<file path="src/bts_pkg.sv">
package bts_pkg;

    localparam int MAX_WIDTH   = 256;
    localparam int MAX_HEIGHT  = 256;
    localparam int FRAC_BITS   = 16;
    localparam int ONE_FX      = 1 << FRAC_BITS;

    localparam int SIZE_W      = 9;
    localparam int XW          = $clog2(MAX_WIDTH);
    localparam int YW          = $clog2(MAX_HEIGHT);
    localparam int FW          = FRAC_BITS + 1;
    localparam int CW          = 24;
    localparam int ADDR_W      = 16;
    localparam int STORE_DEPTH = 1 << ADDR_W;
    localparam int DATA_W      = 64;
    localparam int CH_W        = 16;

    localparam int MID_DEPTH   = 4;
    localparam int MID_PTR_W   = $clog2(MID_DEPTH);
    localparam int OUT_DEPTH   = 4;
    localparam int OUT_PTR_W   = $clog2(OUT_DEPTH);
    localparam int CNT_W       = $clog2(OUT_DEPTH + 1);

    localparam int CFG_IDX_W   = 3;
    localparam logic [CFG_IDX_W-1:0] CFG_TEX_WIDTH   = 3'd0;
    localparam logic [CFG_IDX_W-1:0] CFG_TEX_HEIGHT  = 3'd1;
    localparam logic [CFG_IDX_W-1:0] CFG_COMP_COUNT  = 3'd2;
    localparam logic [CFG_IDX_W-1:0] CFG_TEXEL_FMT   = 3'd3;
    localparam logic [CFG_IDX_W-1:0] CFG_WRAP_S      = 3'd4;
    localparam logic [CFG_IDX_W-1:0] CFG_WRAP_T      = 3'd5;

    typedef enum logic {
        REQ_WRITE  = 1'b0,
        REQ_SAMPLE = 1'b1
    } req_kind_t;

    typedef enum logic {
        WRAP_CLAMP  = 1'b0,
        WRAP_REPEAT = 1'b1
    } wrap_t;

    typedef enum logic {
        FMT_U8  = 1'b0,
        FMT_U16 = 1'b1
    } fmt_t;

    typedef struct packed {
        req_kind_t               req_type;
        logic [ADDR_W-1:0]       texel_addr;
        logic [DATA_W-1:0]       texel_data;
        logic signed [CW-1:0]    coord_s;
        logic signed [CW-1:0]    coord_t;
    } req_t;

    typedef struct packed {
        logic [CH_W-1:0] red;
        logic [CH_W-1:0] green;
        logic [CH_W-1:0] blue;
        logic [CH_W-1:0] alpha;
    } res_t;

    typedef struct packed {
        logic [SIZE_W-1:0] tex_width;
        logic [SIZE_W-1:0] tex_height;
        logic [2:0]        component_count;
        fmt_t              texel_format;
        wrap_t             wrap_s_mode;
        wrap_t             wrap_t_mode;
    } cfg_t;

    typedef struct packed {
        req_kind_t                    kind;
        logic [ADDR_W-1:0]            waddr;
        logic [DATA_W-1:0]            wdata;
        logic [3:0][ADDR_W-1:0]       raddr;
        logic [FRAC_BITS-1:0]         fx;
        logic [FRAC_BITS-1:0]         fy;
    } mid_t;

    typedef struct packed {
        logic [CNT_W-1:0] out_cnt;
        logic [1:0]       inflight;
        logic [CNT_W-1:0] mid_cnt;
    } stat_t;

endpackage

</file>
<file path="src/bts_front.sv">
module bts_front import bts_pkg::*; (
    input  logic  clk,
    input  logic  rst_n,
    input  cfg_t  cfg,
    input  logic  push,
    output logic  full,
    input  req_t  req,
    output logic  q_push,
    input  logic  q_full,
    output mid_t  q_entry
);

    function automatic logic [FW-1:0] wrap_coord(input logic signed [CW-1:0] c, input wrap_t m);
        logic signed [CW-1:0] one_s;
        logic [CW-1:0]        neg;
        logic [FW-1:0]        res;
        one_s = CW'(ONE_FX);
        neg   = -c;
        if (m == WRAP_CLAMP)
        begin
            if (c < 0)
                res = '0;
            else if (c > one_s)
                res = FW'(ONE_FX);
            else
                res = c[FW-1:0];
        end
        else
        begin
            if (c < 0)
                res = FW'(ONE_FX) - {1'b0, neg[FRAC_BITS-1:0]};
            else if (c > one_s)
                res = {1'b0, c[FRAC_BITS-1:0]};
            else
                res = c[FW-1:0];
        end
        return res;
    endfunction

    function automatic logic [SIZE_W-1:0] limit_size(input logic [SIZE_W-1:0] v, input int mx);
        logic [SIZE_W-1:0] res;
        if (v == '0)
            res = SIZE_W'(1);
        else if (v > SIZE_W'(mx))
            res = SIZE_W'(mx);
        else
            res = v;
        return res;
    endfunction

    logic [SIZE_W-1:0] w_lim, h_lim;
    logic [XW-1:0]     wm1;
    logic [YW-1:0]     hm1;
    logic              en;

    logic                   s0_v_reg;
    req_kind_t              s0_kind_reg;
    logic [ADDR_W-1:0]      s0_waddr_reg;
    logic [DATA_W-1:0]      s0_wdata_reg;
    logic [FW+XW-1:0]       s0_px_reg;
    logic [FW+YW-1:0]       s0_py_reg;

    logic                   s1_v_reg;
    req_kind_t              s1_kind_reg;
    logic [ADDR_W-1:0]      s1_waddr_reg;
    logic [DATA_W-1:0]      s1_wdata_reg;
    logic [XW-1:0]          s1_xl_reg, s1_xh_reg;
    logic [ADDR_W-1:0]      s1_ylw_reg, s1_yhw_reg;
    logic [FRAC_BITS-1:0]   s1_fx_reg, s1_fy_reg;

    logic [FW+XW-FRAC_BITS-1:0] lx_raw, hx_raw;
    logic [FW+YW-FRAC_BITS-1:0] ly_raw, hy_raw;
    logic [XW-1:0]              xl, xh;
    logic [YW-1:0]              yl, yh;

    assign w_lim = limit_size(cfg.tex_width, MAX_WIDTH);
    assign h_lim = limit_size(cfg.tex_height, MAX_HEIGHT);
    assign wm1   = XW'(w_lim - SIZE_W'(1));
    assign hm1   = YW'(h_lim - SIZE_W'(1));

    assign en     = !s1_v_reg || !q_full;
    assign full   = !en;
    assign q_push = s1_v_reg && !q_full;

    always_comb
    begin
        lx_raw = s0_px_reg[FW+XW-1:FRAC_BITS];
        hx_raw = lx_raw + (FW+XW-FRAC_BITS)'(|s0_px_reg[FRAC_BITS-1:0]);
        ly_raw = s0_py_reg[FW+YW-1:FRAC_BITS];
        hy_raw = ly_raw + (FW+YW-FRAC_BITS)'(|s0_py_reg[FRAC_BITS-1:0]);
        xl = (lx_raw > (FW+XW-FRAC_BITS)'(wm1)) ? wm1 : lx_raw[XW-1:0];
        xh = (hx_raw > (FW+XW-FRAC_BITS)'(wm1)) ? wm1 : hx_raw[XW-1:0];
        yl = (ly_raw > (FW+YW-FRAC_BITS)'(hm1)) ? hm1 : ly_raw[YW-1:0];
        yh = (hy_raw > (FW+YW-FRAC_BITS)'(hm1)) ? hm1 : hy_raw[YW-1:0];
    end

    always_ff @(posedge clk or negedge rst_n)
    begin
        if (!rst_n)
        begin
            s0_v_reg <= 1'b0;
            s1_v_reg <= 1'b0;
        end
        else if (en)
        begin
            s0_v_reg <= push;
            s1_v_reg <= s0_v_reg;
        end
    end

    always_ff @(posedge clk)
    begin
        if (en)
        begin
            s0_kind_reg  <= req.req_type;
            s0_waddr_reg <= req.texel_addr;
            s0_wdata_reg <= req.texel_data;
            s0_px_reg    <= wrap_coord(req.coord_s, cfg.wrap_s_mode) * wm1;
            s0_py_reg    <= wrap_coord(req.coord_t, cfg.wrap_t_mode) * hm1;

            s1_kind_reg  <= s0_kind_reg;
            s1_waddr_reg <= s0_waddr_reg;
            s1_wdata_reg <= s0_wdata_reg;
            s1_xl_reg    <= xl;
            s1_xh_reg    <= xh;
            s1_ylw_reg   <= ADDR_W'(yl * w_lim);
            s1_yhw_reg   <= ADDR_W'(yh * w_lim);
            s1_fx_reg    <= s0_px_reg[FRAC_BITS-1:0];
            s1_fy_reg    <= s0_py_reg[FRAC_BITS-1:0];
        end
    end

    always_comb
    begin
        q_entry.kind     = s1_kind_reg;
        q_entry.waddr    = s1_waddr_reg;
        q_entry.wdata    = s1_wdata_reg;
        q_entry.raddr[0] = ADDR_W'(s1_ylw_reg + ADDR_W'(s1_xl_reg));
        q_entry.raddr[1] = ADDR_W'(s1_ylw_reg + ADDR_W'(s1_xh_reg));
        q_entry.raddr[2] = ADDR_W'(s1_yhw_reg + ADDR_W'(s1_xl_reg));
        q_entry.raddr[3] = ADDR_W'(s1_yhw_reg + ADDR_W'(s1_xh_reg));
        q_entry.fx       = s1_fx_reg;
        q_entry.fy       = s1_fy_reg;
    end

endmodule

</file>
<file path="config.mk">
export PLATFORM = sky130hd
export DESIGN_NAME = bts_front
export DESIGN_NICKNAME = d
export VERILOG_FILES = /design/src/bts_pkg.sv /design/src/bts_front.sv
export SDC_FILE = /design/constraint.sdc
export NUM_CORES = 1
export LEC_CHECK = 0
export BUFFER_PORTS_ARGS = -buffer_cell sky130_fd_sc_hd__buf_2
export CORE_MARGIN = 2
export CORE_UTILIZATION = 50
export CTS_CLUSTER_DIAMETER = 100
export DETAILED_ROUTE_END_ITERATION = 16
export GPL_ROUTABILITY_DRIVEN = 0
export HOLD_SLACK_MARGIN = 0.15
export PLACE_DENSITY = 0.7
export REMOVE_ABC_BUFFERS = 1
export SYNTH_ARGS = -nofsm -noshare
export SYNTH_HDL_FRONTEND = slang
export SYNTH_SLANG_ARGS = --single-unit
</file>
<file path="constraint.sdc">
create_clock -name clk -period 11.3 [get_ports clk]
set_input_delay 2.26 -clock clk [delete_from_list [all_inputs] [get_ports clk]]
set_output_delay 2.26 -clock clk [all_outputs]
set_load 0.02 [all_outputs]
</file>
==> impl_metrics.ini <==
[route]
drc_errors = 0
final_antenna_net_count = 0
wl_per_cell_um = 17.5
drtIter0Drc = 1336
firstDrtPassIters = 6
vias = 20600
drt-total-wl_um = 64800
vias_per_cell = 5.58

[clocking]
ctsResizeCount = 0
cts_tree = yes
cts_inserted_buffers = 29
post_cts_buffers = 0
clk-insertion-delay-late_ns = 0.57
cts_max_path_buffers = 3
cts_hold_buffers = 0
clkTransAtPathRegs_ns = 0.06
htree_levels = 1
cts_root_buf = clkbuf_16
numClockSinks = 294

[layout]
regArea_um2 = 8820
syn_to_final_growth_pct = 13.2
fin_nets = 3640
final_core_util_pct = 57.4
multi_input_area_um2 = 16300
final_common_cell = inv_1
nFillCells = 4530
design_area_um2 = 30300
instances_no_fill = 3696
mostFrequentLayoutCells = inv_1, buf_2, nor2_1, edfxtp_1, fa_1
drive_gt1_share_pct = 15.6
diodes = 0

[sta]
skew_ns = 0.0210
rsz0062_at_grt = false
setup_tns_ns = 0
hold_viol = 0
slew_viol_final = 0
setup_violations = 0
worstMarginPinSlew_ns = 1.04
max_slew_margin_pct = 30.5
fmax_ghz = 0.0958
finalCritPeriodShare_pct = 92.4
fin_crit_ns = 10.44

[run]
maxCapViolations = 0

[setup_path]
start_kind = input port
reg2regPathDepth = 31
cp_top_family = adder cells
cp-end-kind = register
cp.required_ns = 11.60
cp_slowest_stage_delay_ns = 0.69
timing.rr.start = s0_py_reg[13]
path_buf_inv = 7
r2r_slack_ns = 3.12
r2r-end = s1_yhw_reg[15]
cpMaxStageDelayCell = o21ai_1
cp_max_fo = 19
cp.arrival_ns = 10.74
worstSetupPathType = input port to register

[power_and_ir_drop]
power_mw = 7.95
vdd_drop_max_uv = 208
leakage_nw = 13.7
pwr_density_cell_nw_per_um2 = 263

[die]
start_util_pct = 50.7
die_x_um = 235
die_h_um = 235
die_area_um2 = 55400
core_um2 = 52800
rows = 84
top_level_ports = 336

[outcome]
status = completed

[worst_hold_path]
hold_depth = 0
holdPathEnd = s1_wdata_reg[60]
min_from = s0_wdata_reg[60]
hold_path.class = register to register

[synth]
synthArstFlopShare_pct = 0.680
seq_area_frac_synth_pct = 33.0
synth_edf_count = 292
synth_cell_types = 72
netlist_instances = 2646
ys_ff_latch = 294
synthesis.area_um2 = 26700
syn_area_per_cell_um2 = 10.1
yosys_warnings = 0
ys.flop_type = edfxtp_1

[placed_design]
placedCellCount = 3641
portBuffers = 331
dpl_cell_area_um2 = 29300
dp_hpwl_um = 51200

[grt]
grt_pass1_wl_um = 105000
overflow = 0
grtUsageTotal_pct = 23.3
grt_pass1_vias = 21200
grt_max_degree = 86
antenna_found_initial = 0
## area by class of cell
| cell class | instances | share of cell area (%) |
|---|---|---|
| inverter | 384 | 4.76 |
| clock buffer | 31 | 2.42 |
| multi-input combinational | 1909 | 53.8 |
| tap | 688 | 2.84 |
| clock inverter | 23 | 0.723 |
| timing repair buffer | 367 | 6.35 |
| sequential | 294 | 29.1 |
## power breakdown
part | total [mW] | switching, mW | internal [mW]
clock | 0.966 | 0.421 | 0.545
sequential | 1.89 | 0.206 | 1.69
combinational | 5.09 | 3.07 | 2.02
total | 7.95 | 3.70 | 4.25
## synthesized netlist by cell type (6+ instances only)
cell type	number	share of area (%)
mux2i_1	25	0.94
o21ai_0	71	1.3
a2111oi_0	6	0.20
nand2_1	225	3.2
o31ai_1	10	0.28
nor4_1	20	0.47
a21o_1	27	0.76
a21boi_0	6	0.17
a211o_1	8	0.26
or4_1	8	0.22
edfxtp_1	292	33
inv_1	379	5.3
and3_1	19	0.44
and2_1	32	0.75
o211ai_1	6	0.17
a31oi_1	10	0.23
fa_1	266	20
nand2b_1	31	0.73
o21ai_1	8	0.15
nor2_1	313	4.4
a211oi_1	13	0.36
or2_2	20	0.47
xor2_1	49	1.6
o21a_1	31	0.87
nor3_1	69	1.3
clkbuf_1	54	0.76
nand4_1	21	0.49
nor2b_1	32	0.75
ha_1	232	11
nand3_1	62	1.2
xnor2_1	100	3.3
mux2_2	19	0.80
or3_1	25	0.58
a21oi_1	81	1.5
## worst max path at each step
stage,startpoint,endpoint,cells past startpoint
5_1_grt,cfg[8],s1_yhw_reg[15],34
6_report,cfg[8],s1_yhw_reg[15],34
2_1_floorplan,q_full,full,2
3_3_place_gp,cfg[8],s1_yhw_reg[15],34
3_5_place_dp,cfg[8],s1_yhw_reg[15],34
4_1_cts,cfg[8],s1_yhw_reg[15],34
## logic make-up (layout without fill, tap and decap cells)
kind of cell	after synthesis	in the layout	synth area share, %
compound gates	329	329	8.05
xor+xnor	150	150	4.96
fa+ha+maj	498	498	30.8
buf+inv	443	805	6.26
flops	294	294	33.0
mux	44	44	1.74
simple gates	888	888	15.3
## metal layers
layer  share of wire (%)  track usage (%)  up-vias
met5                   0                0        -
met4                 2.8             7.37        0
met3                 7.2             3.59      157
met2                  49             41.1      814
met1                  41             29.4    10100
li1                    -                -     9566
## per-stage QoR
| step | hold slack, ns | worst slack (ns) |
|---|---|---|
| after global placement | 0.400 | 0.601 |
| final | 0.415 | 0.862 |
| after detailed placement | 0.405 | 0.381 |
| after global routing | 0.420 | 0.265 |
| after CTS | 0.416 | 0.988 |
| after floorplan | 0.400 | -0.591 |
Power figures use the tool's default switching activity.
