==> src/bts_pkg.sv <==
package bts_pkg;

    localparam int MAX_WIDTH   = 256;
    localparam int MAX_HEIGHT  = 256;
    localparam int FRAC_BITS   = 16;
    localparam int ONE_FX      = 1 << FRAC_BITS;

    localparam int SIZE_W      = 9;
    localparam int XW          = $clog2(MAX_WIDTH);
    localparam int YW          = $clog2(MAX_HEIGHT);
    localparam int FW          = FRAC_BITS + 1;
    localparam int CW          = 24;
    localparam int ADDR_W      = 16;
    localparam int STORE_DEPTH = 1 << ADDR_W;
    localparam int DATA_W      = 64;
    localparam int CH_W        = 16;

    localparam int MID_DEPTH   = 4;
    localparam int MID_PTR_W   = $clog2(MID_DEPTH);
    localparam int OUT_DEPTH   = 4;
    localparam int OUT_PTR_W   = $clog2(OUT_DEPTH);
    localparam int CNT_W       = $clog2(OUT_DEPTH + 1);

    localparam int CFG_IDX_W   = 3;
    localparam logic [CFG_IDX_W-1:0] CFG_TEX_WIDTH   = 3'd0;
    localparam logic [CFG_IDX_W-1:0] CFG_TEX_HEIGHT  = 3'd1;
    localparam logic [CFG_IDX_W-1:0] CFG_COMP_COUNT  = 3'd2;
    localparam logic [CFG_IDX_W-1:0] CFG_TEXEL_FMT   = 3'd3;
    localparam logic [CFG_IDX_W-1:0] CFG_WRAP_S      = 3'd4;
    localparam logic [CFG_IDX_W-1:0] CFG_WRAP_T      = 3'd5;

    typedef enum logic {
        REQ_WRITE  = 1'b0,
        REQ_SAMPLE = 1'b1
    } req_kind_t;

    typedef enum logic {
        WRAP_CLAMP  = 1'b0,
        WRAP_REPEAT = 1'b1
    } wrap_t;

    typedef enum logic {
        FMT_U8  = 1'b0,
        FMT_U16 = 1'b1
    } fmt_t;

    typedef struct packed {
        req_kind_t               req_type;
        logic [ADDR_W-1:0]       texel_addr;
        logic [DATA_W-1:0]       texel_data;
        logic signed [CW-1:0]    coord_s;
        logic signed [CW-1:0]    coord_t;
    } req_t;

    typedef struct packed {
        logic [CH_W-1:0] red;
        logic [CH_W-1:0] green;
        logic [CH_W-1:0] blue;
        logic [CH_W-1:0] alpha;
    } res_t;

    typedef struct packed {
        logic [SIZE_W-1:0] tex_width;
        logic [SIZE_W-1:0] tex_height;
        logic [2:0]        component_count;
        fmt_t              texel_format;
        wrap_t             wrap_s_mode;
        wrap_t             wrap_t_mode;
    } cfg_t;

    typedef struct packed {
        req_kind_t                    kind;
        logic [ADDR_W-1:0]            waddr;
        logic [DATA_W-1:0]            wdata;
        logic [3:0][ADDR_W-1:0]       raddr;
        logic [FRAC_BITS-1:0]         fx;
        logic [FRAC_BITS-1:0]         fy;
    } mid_t;

    typedef struct packed {
        logic [CNT_W-1:0] out_cnt;
        logic [1:0]       inflight;
        logic [CNT_W-1:0] mid_cnt;
    } stat_t;

endpackage

==> src/bts_mid_fifo.sv <==
module bts_mid_fifo import bts_pkg::*; (
    input  logic             clk,
    input  logic             rst_n,
    input  logic             push,
    input  mid_t             push_entry,
    output logic             full,
    input  logic             pop,
    output mid_t             head,
    output logic             empty,
    output logic [CNT_W-1:0] count
);

    mid_t                 mem_reg [MID_DEPTH];
    logic [MID_PTR_W-1:0] wr_reg, rd_reg;
    logic [CNT_W-1:0]     cnt_reg;
    logic                 do_push, do_pop;

    assign full    = (cnt_reg == CNT_W'(MID_DEPTH));
    assign empty   = (cnt_reg == '0);
    assign count   = cnt_reg;
    assign head    = mem_reg[rd_reg];
    assign do_push = push && !full;
    assign do_pop  = pop && !empty;

    always_ff @(posedge clk or negedge rst_n)
    begin
        if (!rst_n)
        begin
            wr_reg  <= '0;
            rd_reg  <= '0;
            cnt_reg <= '0;
        end
        else
        begin
            if (do_push)
                wr_reg <= wr_reg + MID_PTR_W'(1);
            if (do_pop)
                rd_reg <= rd_reg + MID_PTR_W'(1);
            cnt_reg <= cnt_reg + CNT_W'(do_push) - CNT_W'(do_pop);
        end
    end

    always_ff @(posedge clk)
    begin
        if (do_push)
            mem_reg[wr_reg] <= push_entry;
    end

endmodule

==> config.mk <==
export PLATFORM = sky130hd
export DESIGN_NAME = bts_mid_fifo
export DESIGN_NICKNAME = d
export VERILOG_FILES = /design/src/bts_pkg.sv /design/src/bts_mid_fifo.sv
export SDC_FILE = /design/constraint.sdc
export NUM_CORES = 1
export LEC_CHECK = 0
export BUFFER_PORTS_ARGS = -buffer_cell sky130_fd_sc_hd__buf_2
export CORE_MARGIN = 4
export CORE_UTILIZATION = 50
export DETAILED_ROUTE_END_ITERATION = 10
export GPL_ROUTABILITY_DRIVEN = 1
export PLACE_DENSITY = 0.72
export REMOVE_ABC_BUFFERS = 1
export SYNTH_ARGS = -nofsm -noshare
export SYNTH_HDL_FRONTEND = slang
export SYNTH_SLANG_ARGS = --single-unit
==> constraint.sdc <==
create_clock -name clk -period 6.8 [get_ports clk]
set_input_delay 1.36 -clock clk [delete_from_list [all_inputs] [get_ports clk]]
set_output_delay 1.36 -clock clk [all_outputs]
set_load 0.1 [all_outputs]
==> flow_summary_export.csv, run 1 <==
group,metric,value,unit
synthesis,synth_top_cell_area_share,81.8,%
synthesis,ys_ff_latch,715,
placed_design,post-dp-hpwl,29800,µm
setup_path,path_class,"reg2out",
grt,grt_pass1_vias,12200,
synthesis,synthArstFlopShare,0.979,%
cts,cts.htree.levels,3,
routing,drt_iter0_markers,817,
finish,largest_register_ffs,708,
synthesis,synth.area.top_cells,"edfxtp_1, mux4_2, dfrtp_1",
floorplanning,ioPinCount,363,
setup_path,timing.critical_path.required,5.44,ns
floorplanning,die_h,236,µm
synthesis,ys_seq_area_share,82.5,%
setup_path,critPathMaxFanout,87,
setup_path,cp.arrival,3.08,ns
finish,stdcell_area,30800,µm²
sta,tightest_slew,0.952,ns
floorplanning,coreArea,51400,µm²
sta,slew_viol_final,0,
sta,final.setup_skew,0.0136,ns
cts,ctsResizeCount,0,
setup_path,start_kind,"register",
cts,cts_setup_buffers,0,
routing,via_per_inst,5.47,
finish,seqCellArea,21400,µm²
synthesis,synth_most_common_cell,"edfxtp_1",
setup_path,crit_start,"rd_reg[1]$_DFFE_PN0P_",
synthesis,yosys-top-cells-count,"edfxtp_1, mux4_2, buf_2",
placed_design,dpl-instance-area,28600,µm²
sta,setup_viol,0,
grt,grt_pass1_wl,76400,µm
routing,postRouteAntennaNets,0,
routing,firstDrtPassIters,5,
synthesis,synth_enable_flop_cells,708,
floorplanning,start_util,50.6,%
synthesis,ys_types,19,
synthesis,syn-cell-area,26000,µm²
sta,timing.fmax,225,MHz
synthesis,avgSynthCellArea,26.9,µm²
cts,clk_latency,0.59,ns
cts,cts.path.max_buffers,3,
finish,layout.nets,1560,
sta,rsz0062_at_grt,"false",
setup_path,end_kind,"primary output",
cts,numCtsBuffers,70,
cts,clk_pin_slew,0.06,ns
floorplanning,die_area,55700,µm²
finish,fill_cells,3576,
finish,drive_gt1_share,45.7,%
sta,fin_crit_sh,65.3,%
outcome,status,"finished, final reports clean",
routing,vias,11600,
sta,relSlewSlack,36.6,%
placed_design,place_congestion,0.736,
cts,cts.sinks,715,
synthesis,yosys_warnings,0,
run,max-cap-violations,0,
grt,antenna_found_initial,13,
finish,synthToLayoutAreaGrowth,18.5,%
synthesis,synth_ff_type,"edfxtp_1",
hold_path,holdCritPathClass,"in2async",
routing,wl_per_cell,23.8,µm
cts,cts_tree,"done",
floorplanning,fp.dieW,236,µm
cts,cts_hold_buffers,0,
grt,grt_max_degree,90,
finish,utilization,59.9,%
floorplanning,num_rows,83,
sta,period_needed,4.44,ns
routing,finalWirelength,50400,µm
grt,grt_use_total,18.1,%
sta,hold_viol,0,
setup_path,r2r-start,"count[2]$_DFF_PN0_",
placed_design,portBuffers,362,
synthesis,syn_inst,966,
cts,cts_root_buf,"clkbuf_16",
grt,overflow,0,
finish,multiInputGateArea,4270,µm²
synthesis,synth_top_area_cell,"edfxtp_1",
routing,drc,0,
==> worst max-delay path: stages, from the launching register on <==
cell and delay, ns:
dfrtp_4 1.03, buf_12 0.45, mux4_2 0.33, buf_2 0.45
==> worst paths after layout <==
| check | depth (start not counted) | slack (ns) | endpoint |
|---|---|---|---|
| setup / recovery | 3 | 2.36 | head[172] |
| hold / removal | 1 | 0.60 | count[0]$_DFF_PN0_ |
| setup reg to reg | 3 | 3.96 | mem_reg[2][149]$_DFFE_PP_ |
| hold reg to reg | 2 | 0.60 | wr_reg[1]$_DFFE_PN0P_ |
| max in group asynchronous | 1 | 6.02 | rd_reg[0]$_DFFE_PN0P_ |
| min in group clk | 2 | 0.60 | wr_reg[1]$_DFFE_PN0P_ |
==> through the flow <==
step / instances / hold WS, ns / setup slack, ns / setup TNS [ns]
6_report: 2116 / 0.597 / 2.36 / 0
5_1_grt: 2110 / 0.587 / 2.23 / 0
4_1_cts: 2108 / 0.566 / 2.30 / 0
3_5_place_dp: 1980 / 0.579 / 2.96 / 0
3_3_place_gp: 1980 / 0.570 / 2.95 / 0
2_1_floorplan: 926 / 0.543 / -2.53 / -449.74
==> layout by cell type (no fill, tap or decap), types with 4 or more instances in the layout <==
master and n:
clkbuf_16 73, clkinv_1 16, diode_2 8, buf_2 362, bufinv_16 5, inv_1 6
clkbuf_1 17, clkinv_2 9, buf_4 5, xnor2_1 4, ha_1 6, dfrtp_1 5
mux4_2 177, and3b_4 4, inv_6 5, edfxtp_1 708, buf_12 7, nand2b_1 4
==> routing by layer <==
| layer | wire (µm) | up-vias | global-route usage [%] |
|---|---|---|---|
| li1 | - | 5030 | - |
| met1 | 19300 | 6045 | 24.0 |
| met2 | 25400 | 416 | 29.1 |
| met3 | 4560 | 80 | 5.78 |
| met4 | 1040 | 14 | 5.66 |
| met5 | 96 | - | 0 |
==> cells by family (layout without fill, tap and decap cells) <==
kind of cell               count (synthesis)  in the layout  share of synthesized area (%)
muxes                                    177            177                           15.3
xor gates and xnor gates                   4              4                          0.135
and+or+nand+nor                           13             13                          0.400
other                                      0              8                              0
adders and majority gates                  7              7                          0.366
AOI/OAI and AO/OA                          4              4                          0.120
DFF                                      715            715                           82.5
buffers and inverters                     46            508                           1.17
==> area by class of cell <==
cell class	instances	share of cell area, %
antenna	8	0.0650
clock buffer	90	6.14
clock inverter	38	1.06
inverter	6	0.0731
multi-input combinational	205	13.8
sequential	715	69.6
tap	680	2.76
timing repair buffer	374	6.46
Power of run 1 is not shown: default switching activity piles up to over one toggle a cycle in this logic, so the estimate is an artifact.
==> run 2, diff against run 1 <==
- clock period: 6.8 -> 4.4 ns (I/O delays scaled with it)
==> run 2 against run 1 <==
Utilization rose by 0.78 points. Setup slack got worse by 1.5 ns. Hold slack got worse by 0.48 ns. Global-route usage increased by 0.59 points. Clock skew decreased by 0.00062 ns. Routed wire length up 2.2%. Via count up 1.6%. Register-to-register slack lost 1.9 ns. First-iteration DRC count is 7.6% higher. Sequential share of layout area decreased by 0.90 points. Final cell count grew 1.0%. Largest cell class unchanged.
==> flow_summary_export.csv, run 2 (synthesized netlist as in run 1, its figures left out) <==
group,metric,value,unit
floorplanning,ioPinCount,363,
cts,ctsResizeCount,0,
grt,grt_use_total,18.7,%
floorplanning,die_h,236,µm
floorplanning,coreArea,51400,µm²
setup_path,end_kind,"primary output",
finish,synthToLayoutAreaGrowth,20.1,%
sta,fin_hold_ws,0.117,ns
finish,stdcell_area,31200,µm²
setup_path,cp.arrival,2.71,ns
cts,cts.htree.levels,3,
run,max-cap-violations,0,
placed_design,place_congestion,0.735,
floorplanning,fp.dieW,236,µm
finish,layout.nets,1588,
routing,drc,0,
floorplanning,start_util,50.6,%
sta,rsz0062_at_grt,"false",
cts,clk_latency,0.59,ns
finish,layout_common_cells,"edfxtp_1, buf_2, mux4_2",
finish,final_common_cell,"edfxtp_1",
sta,final.setup_skew,0.0130,ns
grt,antenna_found_initial,10,
setup_path,timing.critical_path.required,3.52,ns
routing,finalWirelength,51500,µm
grt,grt_pass1_wl,79000,µm
cts,cts_root_buf,"clkbuf_16",
placed_design,dpl-instance-area,28900,µm²
grt,grt_pass1_vias,12700,
grt,grt_max_degree,86,
cts,clk_pin_slew,0.06,ns
sta,relSlewSlack,49.3,%
cts,cts.path.max_buffers,3,
finish,drive_gt1_share,47.0,%
sta,timing.fmax,278,MHz
cts,cts_setup_buffers,0,
sta,period_needed,3.59,ns
cts,cts_hold_buffers,0,
sta,slew_viol_final,0,
cts,numCtsBuffers,72,
routing,vias,11800,
finish,utilization,60.7,%
setup_path,start_kind,"register",
routing,postRouteAntennaNets,0,
floorplanning,die_area,55700,µm²
grt,overflow,0,
placed_design,post-dp-hpwl,32000,µm
cts,cts_tree,"done",
routing,via_per_inst,5.51,
hold_path,holdCritPathClass,"in2async",
setup_path,critPathMaxFanout,41,
routing,wl_per_cell,24.1,µm
routing,drt_iter0_markers,879,
outcome,status,"finished, final reports clean",
placed_design,portBuffers,362,
setup_path,path_class,"reg2out",
sta,hold_viol,0,
routing,firstDrtPassIters,4,
sta,fin_crit_sh,81.6,%
cts,cts.sinks,715,
floorplanning,num_rows,83,
sta,tightest_slew,0.760,ns
sta,setup_viol,0,
finish,largest_register_ffs,708,
## run 2: through the flow
step	instances	setup WS, ns	TNS [ns]
global placement	2006	1.37	0
finish	2138	0.808	0
floorplan	926	-4.45	-2211.18
detailed placement	2006	1.39	0
CTS	2134	0.711	0
global route	2135	0.662	0
## run 2: area by class of cell
type | instances | area, µm²
multi-input combinational | 205 | 4270
fill | 3576 | 20200
inverter | 6 | 22.5
clock inverter | 40 | 394
timing repair buffer | 400 | 2300
clock buffer | 88 | 1930
sequential | 715 | 21400
antenna | 4 | 10.0
tap | 680 | 851
## run 2: metal layers
metal | vias to the layer above | global-route usage, % | share of wire, %
li1 | 5086 | - | -
met1 | 6226 | 24.6 | 39
met2 | 354 | 30.4 | 51
met3 | 91 | 6.34 | 8.0
met4 | 14 | 5.07 | 2.0
met5 | - | 0 | 0.19
## run 2: final timing paths
| path | startpoint | end | slack [ns] | cells past startpoint |
|---|---|---|---|---|
| worst max-delay path | rd_reg[1]$_DFFE_PN0P_ | head[25] | 0.81 | 3 |
| worst min-delay path | rst_n | rd_reg[1]$_DFFE_PN0P_ | 0.12 | 1 |
| worst max register to register | count[2]$_DFF_PN0_ | count[2]$_DFF_PN0_ | 2.04 | 8 |
| worst min register to register | wr_reg[1]$_DFFE_PN0P_ | wr_reg[1]$_DFFE_PN0P_ | 0.62 | 2 |
| max in group asynchronous | rst_n | rd_reg[0]$_DFFE_PN0P_ | 4.12 | 1 |
| min in group clk | push_entry[70] | mem_reg[1][70]$_DFFE_PP_ | 0.50 | 1 |
## run 2: worst max-delay path, stage by stage, from the launching register on
cell and delay, ns:
dfrtp_4 0.91, buf_4 0.45, mux4_2 0.29, buf_2 0.43
Power of run 2 is left out for the same reason.
